==> src/rtl/core/ssvd_pkg.sv <==
// Types and fixed constants of the stuck-signal variance detector.
package ssvd_pkg;

    localparam int SAMPLE_W   = 16;
    localparam int THR_W      = 16;
    localparam int SQ1_W      = 31;
    localparam int FIFO_DEPTH = 8;
    localparam int FIFO_AW    = 3;
    localparam int CNT_W      = 4;

    typedef logic signed [SAMPLE_W-1:0] sample_t;
    typedef logic [THR_W-1:0]           threshold_t;
    typedef logic [SQ1_W-1:0]           square_t;

    localparam threshold_t THR_RESET = 16'd16;

    typedef struct packed {
        logic stuck;
        logic window_full;
    } result_t;

    typedef struct packed {
        logic valid;
        logic full;
    } ssvd_ctl_t;

endpackage

==> src/rtl/core/ssvd_if.sv <==
// Channel interfaces of the stuck-signal variance detector.
interface ssvd_sample_if;
    import ssvd_pkg::*;
    logic    valid;
    logic    ready;
    sample_t sample;
    modport source (output valid, output sample, input ready);
    modport sink (input valid, input sample, output ready);
endinterface

interface ssvd_result_if;
    import ssvd_pkg::*;
    logic valid;
    logic ready;
    logic stuck;
    logic window_full;
    modport source (output valid, output stuck, output window_full, input ready);
    modport sink (input valid, input stuck, input window_full, output ready);
endinterface

interface ssvd_cfg_if;
    import ssvd_pkg::*;
    logic       valid;
    logic       ready;
    threshold_t variance_threshold;
    modport source (output valid, output variance_threshold, input ready);
    modport sink (input valid, input variance_threshold, output ready);
endinterface

==> src/rtl/core/stuck_signal_variance_detector_unit.sv <==
// A sample passes the stage-1 registers, sums, compare stage and result queue.
// One sample per cycle while ready is high; the window memory takes one read at
// acceptance and one write of the new sample the next cycle, on separate ports.
// Up to eight results may be in flight or queued before samples are held off.
// Reset clears the pointer, fill count, sums and queue; the threshold returns to 16.
// The window memory needs no clearing: read data is used only after it is written.
module stuck_signal_variance_detector_unit #(
    parameter int WINDOW_DEPTH = 64
) (
    input logic           clk,
    input logic           rst_n,
    ssvd_sample_if.sink   samples,
    ssvd_result_if.source results,
    ssvd_cfg_if.sink      cfg
);
    import ssvd_pkg::*;

    localparam int AW    = $clog2(WINDOW_DEPTH);
    localparam int SUM_W = SAMPLE_W + AW;
    localparam int SQ_W  = SQ1_W + AW;

    threshold_t              thr_reg;
    logic [CNT_W-1:0]        credit_reg, credit_next;
    logic                    in_fire;
    logic                    out_fire;
    logic signed [SUM_W-1:0] sum;
    logic [SQ_W-1:0]         sumsq;
    ssvd_ctl_t               ctl;
    logic                    push;
    result_t                 push_data;
    logic                    out_valid;
    result_t                 out_data;

    assign cfg.ready     = 1'b1;
    assign samples.ready = (credit_reg < CNT_W'(FIFO_DEPTH));
    assign in_fire       = samples.valid && samples.ready;
    assign out_fire      = results.valid && results.ready;

    always_comb
    begin
        credit_next = credit_reg + CNT_W'(in_fire) - CNT_W'(out_fire);
    end

    always_ff @(posedge clk or negedge rst_n)
    begin
        if (!rst_n)
        begin
            thr_reg    <= THR_RESET;
            credit_reg <= '0;
        end
        else
        begin
            if (cfg.valid)
            begin
                thr_reg <= cfg.variance_threshold;
            end
            credit_reg <= credit_next;
        end
    end

    ssvd_accum #(
        .WINDOW_DEPTH (WINDOW_DEPTH)
    ) u_accum (
        .clk       (clk),
        .rst_n     (rst_n),
        .in_fire   (in_fire),
        .in_sample (samples.sample),
        .sum       (sum),
        .sumsq     (sumsq),
        .ctl       (ctl)
    );

    ssvd_test #(
        .WINDOW_DEPTH (WINDOW_DEPTH)
    ) u_test (
        .clk       (clk),
        .rst_n     (rst_n),
        .ctl       (ctl),
        .sum       (sum),
        .sumsq     (sumsq),
        .threshold (thr_reg),
        .push      (push),
        .push_data (push_data)
    );

    ssvd_result_fifo u_fifo (
        .clk       (clk),
        .rst_n     (rst_n),
        .push      (push),
        .push_data (push_data),
        .pop       (out_fire),
        .out_valid (out_valid),
        .out_data  (out_data)
    );

    assign results.valid       = out_valid;
    assign results.stuck       = out_data.stuck;
    assign results.window_full = out_data.window_full;

endmodule

==> src/rtl/core/ssvd_window_ram.sv <==
// Sample window memory: one write port, one registered read port.
module ssvd_window_ram #(
    parameter int WINDOW_DEPTH = 64
) (
    input  logic                            clk,
    input  logic                            wr_en,
    input  logic [$clog2(WINDOW_DEPTH)-1:0] wr_addr,
    input  ssvd_pkg::sample_t               wr_data,
    input  logic                            rd_en,
    input  logic [$clog2(WINDOW_DEPTH)-1:0] rd_addr,
    output ssvd_pkg::sample_t               rd_data
);
    import ssvd_pkg::*;

    sample_t window_reg [WINDOW_DEPTH];
    sample_t rd_data_reg;

    always_ff @(posedge clk)
    begin
        if (wr_en)
        begin
            window_reg[wr_addr] <= wr_data;
        end
    end

    always_ff @(posedge clk)
    begin
        if (rd_en)
        begin
            rd_data_reg <= window_reg[rd_addr];
        end
    end

    assign rd_data = rd_data_reg;

endmodule

==> src/rtl/core/ssvd_accum.sv <==
// Window pointer, fill count and read-modify-write of the running sums.
module ssvd_accum #(
    parameter int WINDOW_DEPTH = 64
) (
    input  logic                                        clk,
    input  logic                                        rst_n,
    input  logic                                        in_fire,
    input  ssvd_pkg::sample_t                           in_sample,
    output logic signed [16+$clog2(WINDOW_DEPTH)-1:0]   sum,
    output logic [31+$clog2(WINDOW_DEPTH)-1:0]          sumsq,
    output ssvd_pkg::ssvd_ctl_t                         ctl
);
    import ssvd_pkg::*;

    localparam int AW    = $clog2(WINDOW_DEPTH);
    localparam int FW    = $clog2(WINDOW_DEPTH + 1);
    localparam int SUM_W = SAMPLE_W + AW;
    localparam int SQ_W  = SQ1_W + AW;
    localparam logic [FW-1:0] FULL_CNT = FW'(WINDOW_DEPTH);
    localparam logic [FW-1:0] LAST_CNT = FW'(WINDOW_DEPTH - 1);
    localparam logic [AW-1:0] LAST_PTR = AW'(WINDOW_DEPTH - 1);

    logic [AW-1:0]           wp_reg, wp_next;
    logic [FW-1:0]           fill_reg, fill_next;
    logic                    s1_valid_reg;
    logic                    s1_full_before_reg;
    logic                    s1_full_after_reg;
    logic [AW-1:0]           s1_addr_reg;
    sample_t                 s1_x_reg;
    square_t                 s1_xsq_reg;
    logic signed [SUM_W-1:0] sum_reg, sum_next;
    logic [SQ_W-1:0]         sumsq_reg, sumsq_next;
    ssvd_ctl_t               s2_ctl_reg;

    logic signed [31:0]      x_prod;
    logic signed [31:0]      old_prod;
    sample_t                 rd_data;
    sample_t                 old_sample;

    ssvd_window_ram #(
        .WINDOW_DEPTH (WINDOW_DEPTH)
    ) u_ram (
        .clk     (clk),
        .wr_en   (s1_valid_reg),
        .wr_addr (s1_addr_reg),
        .wr_data (s1_x_reg),
        .rd_en   (in_fire),
        .rd_addr (wp_reg),
        .rd_data (rd_data)
    );

    always_comb
    begin
        wp_next   = (wp_reg == LAST_PTR) ? '0 : wp_reg + AW'(1);
        fill_next = (fill_reg == FULL_CNT) ? fill_reg : fill_reg + FW'(1);
        x_prod    = in_sample * in_sample;
    end

    // The oldest entry leaves the sums only once the window was already full,
    // so the data read for an entry is used only after it has been written.
    always_comb
    begin
        old_sample = s1_full_before_reg ? rd_data : '0;
        old_prod   = old_sample * old_sample;
        sum_next   = sum_reg + SUM_W'(s1_x_reg) - SUM_W'(old_sample);
        sumsq_next = sumsq_reg + SQ_W'(s1_xsq_reg) - SQ_W'(old_prod[SQ1_W-1:0]);
    end

    always_ff @(posedge clk or negedge rst_n)
    begin
        if (!rst_n)
        begin
            wp_reg             <= '0;
            fill_reg           <= '0;
            s1_valid_reg       <= 1'b0;
            s1_full_before_reg <= 1'b0;
            s1_full_after_reg  <= 1'b0;
            sum_reg            <= '0;
            sumsq_reg          <= '0;
            s2_ctl_reg         <= '0;
        end
        else
        begin
            s1_valid_reg     <= in_fire;
            s2_ctl_reg.valid <= s1_valid_reg;
            s2_ctl_reg.full  <= s1_full_after_reg;
            if (in_fire)
            begin
                wp_reg             <= wp_next;
                fill_reg           <= fill_next;
                s1_full_before_reg <= (fill_reg == FULL_CNT);
                s1_full_after_reg  <= (fill_reg == FULL_CNT) || (fill_reg == LAST_CNT);
            end
            if (s1_valid_reg)
            begin
                sum_reg   <= sum_next;
                sumsq_reg <= sumsq_next;
            end
        end
    end

    always_ff @(posedge clk)
    begin
        if (in_fire)
        begin
            s1_addr_reg <= wp_reg;
            s1_x_reg    <= in_sample;
            s1_xsq_reg  <= x_prod[SQ1_W-1:0];
        end
    end

    assign sum   = sum_reg;
    assign sumsq = sumsq_reg;
    assign ctl   = s2_ctl_reg;

endmodule

==> src/rtl/core/ssvd_test.sv <==
// Two-stage variance test: products, then the spread-against-limit compare.
module ssvd_test #(
    parameter int WINDOW_DEPTH = 64
) (
    input  logic                                        clk,
    input  logic                                        rst_n,
    input  ssvd_pkg::ssvd_ctl_t                         ctl,
    input  logic signed [16+$clog2(WINDOW_DEPTH)-1:0]   sum,
    input  logic [31+$clog2(WINDOW_DEPTH)-1:0]          sumsq,
    input  ssvd_pkg::threshold_t                        threshold,
    output logic                                        push,
    output ssvd_pkg::result_t                           push_data
);
    import ssvd_pkg::*;

    localparam int AW    = $clog2(WINDOW_DEPTH);
    localparam int NW    = $clog2(WINDOW_DEPTH + 1);
    localparam int SUM_W = SAMPLE_W + AW;
    localparam int SQ_W  = SQ1_W + AW;
    localparam int CMP_W = SQ_W + NW;
    localparam int LIM_W = THR_W + 2 * NW;
    localparam logic [NW-1:0]   N_C  = NW'(WINDOW_DEPTH);
    localparam logic [2*NW-1:0] NN_C = (2 * NW)'(WINDOW_DEPTH * WINDOW_DEPTH);

    logic signed [2*SUM_W-1:0] sum_sq;
    logic [CMP_W-1:0]          nsq_next;
    logic [LIM_W-1:0]          lim_next;

    ssvd_ctl_t                 s3_ctl_reg;
    logic [2*SUM_W-1:0]        sum_sq_reg;
    logic [CMP_W-1:0]          nsq_reg;
    logic [LIM_W-1:0]          lim_reg;
    logic [CMP_W-1:0]          spread;

    always_comb
    begin
        sum_sq   = (2 * SUM_W)'(sum) * (2 * SUM_W)'(sum);
        nsq_next = CMP_W'(sumsq) * CMP_W'(N_C);
        lim_next = LIM_W'(threshold) * LIM_W'(NN_C);
    end

    always_ff @(posedge clk or negedge rst_n)
    begin
        if (!rst_n)
        begin
            s3_ctl_reg <= '0;
        end
        else
        begin
            s3_ctl_reg <= ctl;
        end
    end

    always_ff @(posedge clk)
    begin
        if (ctl.valid)
        begin
            sum_sq_reg <= $unsigned(sum_sq);
            nsq_reg    <= nsq_next;
            lim_reg    <= lim_next;
        end
    end

    // N*sumsq never falls below sum^2, so the spread is a plain unsigned value.
    always_comb
    begin
        spread                = nsq_reg - CMP_W'(sum_sq_reg);
        push                  = s3_ctl_reg.valid;
        push_data.window_full = s3_ctl_reg.full;
        push_data.stuck       = s3_ctl_reg.full && (spread < CMP_W'(lim_reg));
    end

endmodule

==> src/rtl/core/ssvd_result_fifo.sv <==
// Result queue that decouples the compare pipeline from the output beat.
module ssvd_result_fifo (
    input  logic              clk,
    input  logic              rst_n,
    input  logic              push,
    input  ssvd_pkg::result_t push_data,
    input  logic              pop,
    output logic              out_valid,
    output ssvd_pkg::result_t out_data
);
    import ssvd_pkg::*;

    result_t              fifo_reg [FIFO_DEPTH];
    logic [FIFO_AW-1:0]   wr_ptr_reg;
    logic [FIFO_AW-1:0]   rd_ptr_reg;
    logic [CNT_W-1:0]     count_reg, count_next;

    always_comb
    begin
        count_next = count_reg + CNT_W'(push) - CNT_W'(pop);
    end

    always_ff @(posedge clk or negedge rst_n)
    begin
        if (!rst_n)
        begin
            wr_ptr_reg <= '0;
            rd_ptr_reg <= '0;
            count_reg  <= '0;
        end
        else
        begin
            if (push)
            begin
                wr_ptr_reg <= wr_ptr_reg + FIFO_AW'(1);
            end
            if (pop)
            begin
                rd_ptr_reg <= rd_ptr_reg + FIFO_AW'(1);
            end
            count_reg <= count_next;
        end
    end

    always_ff @(posedge clk)
    begin
        if (push)
        begin
            fifo_reg[wr_ptr_reg] <= push_data;
        end
    end

    assign out_valid = (count_reg != '0);
    assign out_data  = fifo_reg[rd_ptr_reg];

endmodule

==> src/flat_wrapper.sv <==
// flat-port wrapper written by rule: the top's interface ports become plain ports
module stuck_signal_variance_detector_unit_flat import ssvd_pkg::*;
#(
    parameter int WINDOW_DEPTH = 64
)
  (clk, rst_n, samples_valid, samples_sample, samples_ready, results_valid, results_stuck, results_window_full, results_ready, cfg_valid, cfg_variance_threshold, cfg_ready);
  ssvd_sample_if samples_i ();
  ssvd_result_if results_i ();
  ssvd_cfg_if cfg_i ();
  input logic clk;
  input logic rst_n;
  input wire logic [$bits(samples_i.valid)-1:0] samples_valid;
  input wire logic [$bits(samples_i.sample)-1:0] samples_sample;
  output wire logic [$bits(samples_i.ready)-1:0] samples_ready;
  output wire logic [$bits(results_i.valid)-1:0] results_valid;
  output wire logic [$bits(results_i.stuck)-1:0] results_stuck;
  output wire logic [$bits(results_i.window_full)-1:0] results_window_full;
  input wire logic [$bits(results_i.ready)-1:0] results_ready;
  input wire logic [$bits(cfg_i.valid)-1:0] cfg_valid;
  input wire logic [$bits(cfg_i.variance_threshold)-1:0] cfg_variance_threshold;
  output wire logic [$bits(cfg_i.ready)-1:0] cfg_ready;
  assign samples_i.valid = samples_valid;
  assign samples_i.sample = samples_sample;
  assign samples_ready = samples_i.ready;
  assign results_valid = results_i.valid;
  assign results_stuck = results_i.stuck;
  assign results_window_full = results_i.window_full;
  assign results_i.ready = results_ready;
  assign cfg_i.valid = cfg_valid;
  assign cfg_i.variance_threshold = cfg_variance_threshold;
  assign cfg_ready = cfg_i.ready;
  stuck_signal_variance_detector_unit #(.WINDOW_DEPTH(WINDOW_DEPTH)) u_core (.clk(clk), .rst_n(rst_n), .samples(samples_i), .results(results_i), .cfg(cfg_i));
endmodule
==> config.mk <==
export PLATFORM = sky130hd
export DESIGN_NAME = stuck_signal_variance_detector_unit_flat
export DESIGN_NICKNAME = d
export VERILOG_FILES = /design/src/rtl/core/ssvd_pkg.sv /design/src/rtl/core/ssvd_if.sv /design/src/rtl/core/stuck_signal_variance_detector_unit.sv /design/src/rtl/core/ssvd_window_ram.sv /design/src/rtl/core/ssvd_accum.sv /design/src/rtl/core/ssvd_test.sv /design/src/rtl/core/ssvd_result_fifo.sv /design/src/flat_wrapper.sv
export SDC_FILE = /design/constraint.sdc
export NUM_CORES = 2
export LEC_CHECK = 0
export BUFFER_PORTS_ARGS = -buffer_cell sky130_fd_sc_hd__buf_2
export CAP_MARGIN = 10
export CORE_MARGIN = 5
export CORE_UTILIZATION = 55
export CTS_CLUSTER_SIZE = 16
export DETAILED_ROUTE_END_ITERATION = 8
export PLACE_DENSITY_LB_ADDON = 0.15
export SKIP_CTS_REPAIR_TIMING = 1
export SLEW_MARGIN = 0
export SYNTH_ARGS = -nofsm -noshare
export SYNTH_HDL_FRONTEND = slang
export SYNTH_HIERARCHICAL = 1
export SYNTH_SLANG_ARGS = --single-unit
==> constraint.sdc <==
create_clock -name clk -period 14.7 [get_ports clk]
set_clock_uncertainty 0.05 [all_clocks]
set_input_delay 2.94 -clock clk [delete_from_list [all_inputs] [get_ports clk]]
set_output_delay 2.94 -clock clk [all_outputs]
set_load 0.02 [all_outputs]
==> summary.txt <==
CTS Buf Count -> 141
Worst Path Required -> 15.29 ns
crit end category -> register
Sequential Area -> 0.0389 mm^2
Vias per Instance -> 5.68
Avg Cell Area, Syn -> 13.2 um^2
WL final -> 209000 um
Layout Cells excl Fill -> 9155
num rows -> 148
HPWL after detailed placement -> 148000 um
Final TNS setup -> 0 ns
post-synthesis cell count -> 6798
Die W -> 414 um
Worst path max stage delay -> 0.72 ns
total global routing overflow -> 0
Setup Viol. Count Final -> 0
Residual DRC -> 0
# nets final -> 8305
origin of the critical flop-to-flop path -> u_core/u_accum/s1_full_before_reg
Detail Route Antenna Nets -> 0
crit start category -> register
vias in the first global route -> 55800
Worst-Margin Slew -> 1.21 ns
ys flop type -> edfxtp_1
Die Y -> 414 um
Buf/Inv on CP -> 4
Setup WS pre-CTS -> 4.78 ns
distinct cell type count after synthesis -> 96
multi-input logic area -> 0.0444 mm^2
CP max stage cell -> and2_0
Seq/Total Area, Yosys -> 43.4%
CTS tree -> done
warnings from Yosys -> 6
die area -> 0.171 mm^2
worst path arrival time -> 10.60 ns
max reg flops -> 1024
CP top delay family -> adder cells
CP most frequent cell -> fa_1
Seq cells post-synth -> 1312
Worst Reg-to-Reg Cells -> 31
Post-synth ARST share -> 8.31%
Skew-Pair Late Insertion Delay -> 0.79 ns
EDFF count, synth -> 1203
WHS Path Cells -> 0
Worst Hold End -> u_core/u_test/push_data[0]
layout cells sized above 1 -> 10.4%
clock tree buffer depth -> 3
Fill cells -> 12700
clk root buf -> clkbuf_16
drt pass-1 iters -> 6
Tmin final -> 10.01 ns
share of the synthesized area in the top cell type -> 40.3%
final worst slack -> 4.69 ns
Hold Path Class -> reg2reg
Total GRT Usage -> 25.4%
status -> completed
Synth Cell Area -> 0.0895 mm^2
most common cell after layout, fill and taps aside -> inv_1
routed vias -> 52000
H-tree levels -> 4
highest clock rate -> 99.9 MHz
most frequent cells in the layout -> inv_1 (1347), edfxtp_1 (1203), fa_1 (969), nand2_1 (448), ha_1 (434)
CP Class -> reg2reg
r2r endpoint -> u_core/u_accum/sumsq[36]
area leader, netlist -> edfxtp_1
CTS sink cnt -> 1312
RSZ-0062 raised after global routing -> false
worst-path fanout max -> 79
max-cap check violation count -> 0
I/O pin total -> 42
antenna violations before repair -> 3
routability cong. -> 0.903
Port Buffers -> 40
area grow syn2layout -> 8.03%
WHS -> 0.303 ns
R2R setup slack -> 4.69 ns
Max Slew Vio Count -> 0
Synth area leaders -> edfxtp_1 (40%), fa_1 (22%), ha_1 (6.1%)
largest net degree at the start of global routing -> 115
Slew headroom -> 18.4%
Initial Util -> 55.1%
hold_sp -> u_core/u_accum/ctl[0]
syn nets -> 8238
area of the core -> 0.162 mm^2
Clock transition at path regs -> 0.06 ns
Final period util -> 68.1%
first-pass GRT wire length -> 328000 um
Hold Vio Cnt, Final -> 0
Placed Instances -> 8897
Initial DRC Count -> 4197
WL/cell -> 22.8 um
layout make-up:
class	instances	share of cell area [%]
Clock inverter	64	0.717
Tap cell	2175	2.81
Clock buffer	191	3.96
Antenna cell	3	0.00776
Inverter	1348	5.23
Multi-Input combinational cell	3899	45.9
Timing Repair Buffer	163	1.21
Sequential cell	1312	40.2
cell usage after synthesis (all sizes together), types with 107 or more instances:
cell,n
edfxtp,1203
mux4,228
clkbuf,153
and2,153
ha,434
inv,1348
xnor2,160
a21o,107
nand2,449
a21oi,167
nor2,209
fa,969
dfrtp,108
worst max path at each step:
stage / from / end / cells past startpoint
after floorplan: samples_sample[1] / u_core/u_accum/s1_xsq_reg[30] / 22
after global placement: u_core/u_accum/s1_full_before_reg / u_core/u_accum/sumsq[36] / 31
after detailed placement: u_core/u_accum/s1_full_before_reg / u_core/u_accum/sumsq[36] / 31
after CTS: u_core/u_accum/s1_full_before_reg / u_core/u_accum/sumsq[36] / 31
after global routing: u_core/u_accum/s1_full_before_reg / u_core/u_accum/sumsq[36] / 31
final: u_core/u_accum/s1_full_before_reg / u_core/u_accum/sumsq[36] / 31
cells by family after synthesis:
family / Yosys count / synth area share (%)
AND/OR/NAND/NOR: 1174 / 6.38
buffers and inverters: 1587 / 7.08
flip-flops: 1312 / 43.4
adder cells (fa/ha/maj): 1403 / 27.7
multiplexers: 409 / 7.95
AO/OA/AOI/OAI: 682 / 5.22
XOR/XNOR: 230 / 2.25
other: 1 / 0.00419
per-layer routing:
metal | global-route usage [%] | part of all wire [%] | vias up
met4 | 8.29 | 3.6 | 0
met3 | 3.53 | 5.5 | 343
met2 | 43.0 | 50 | 1545
met5 | 0 | 0 | -
met1 | 34.3 | 41 | 27100
li1 | - | - | 23100
through the flow:
step / util, % / cell area, um^2
after floorplan: - / 89500
after global placement: 56.8 / 92200
after detailed placement: 56.8 / 92200
after CTS: 59.6 / 96700
after global routing: 59.6 / 96700
final: 59.6 / 96700
Power is left out: the tool's default activity adds up to more than one toggle a clock period on the data nets, which glitch-free logic cannot reach.
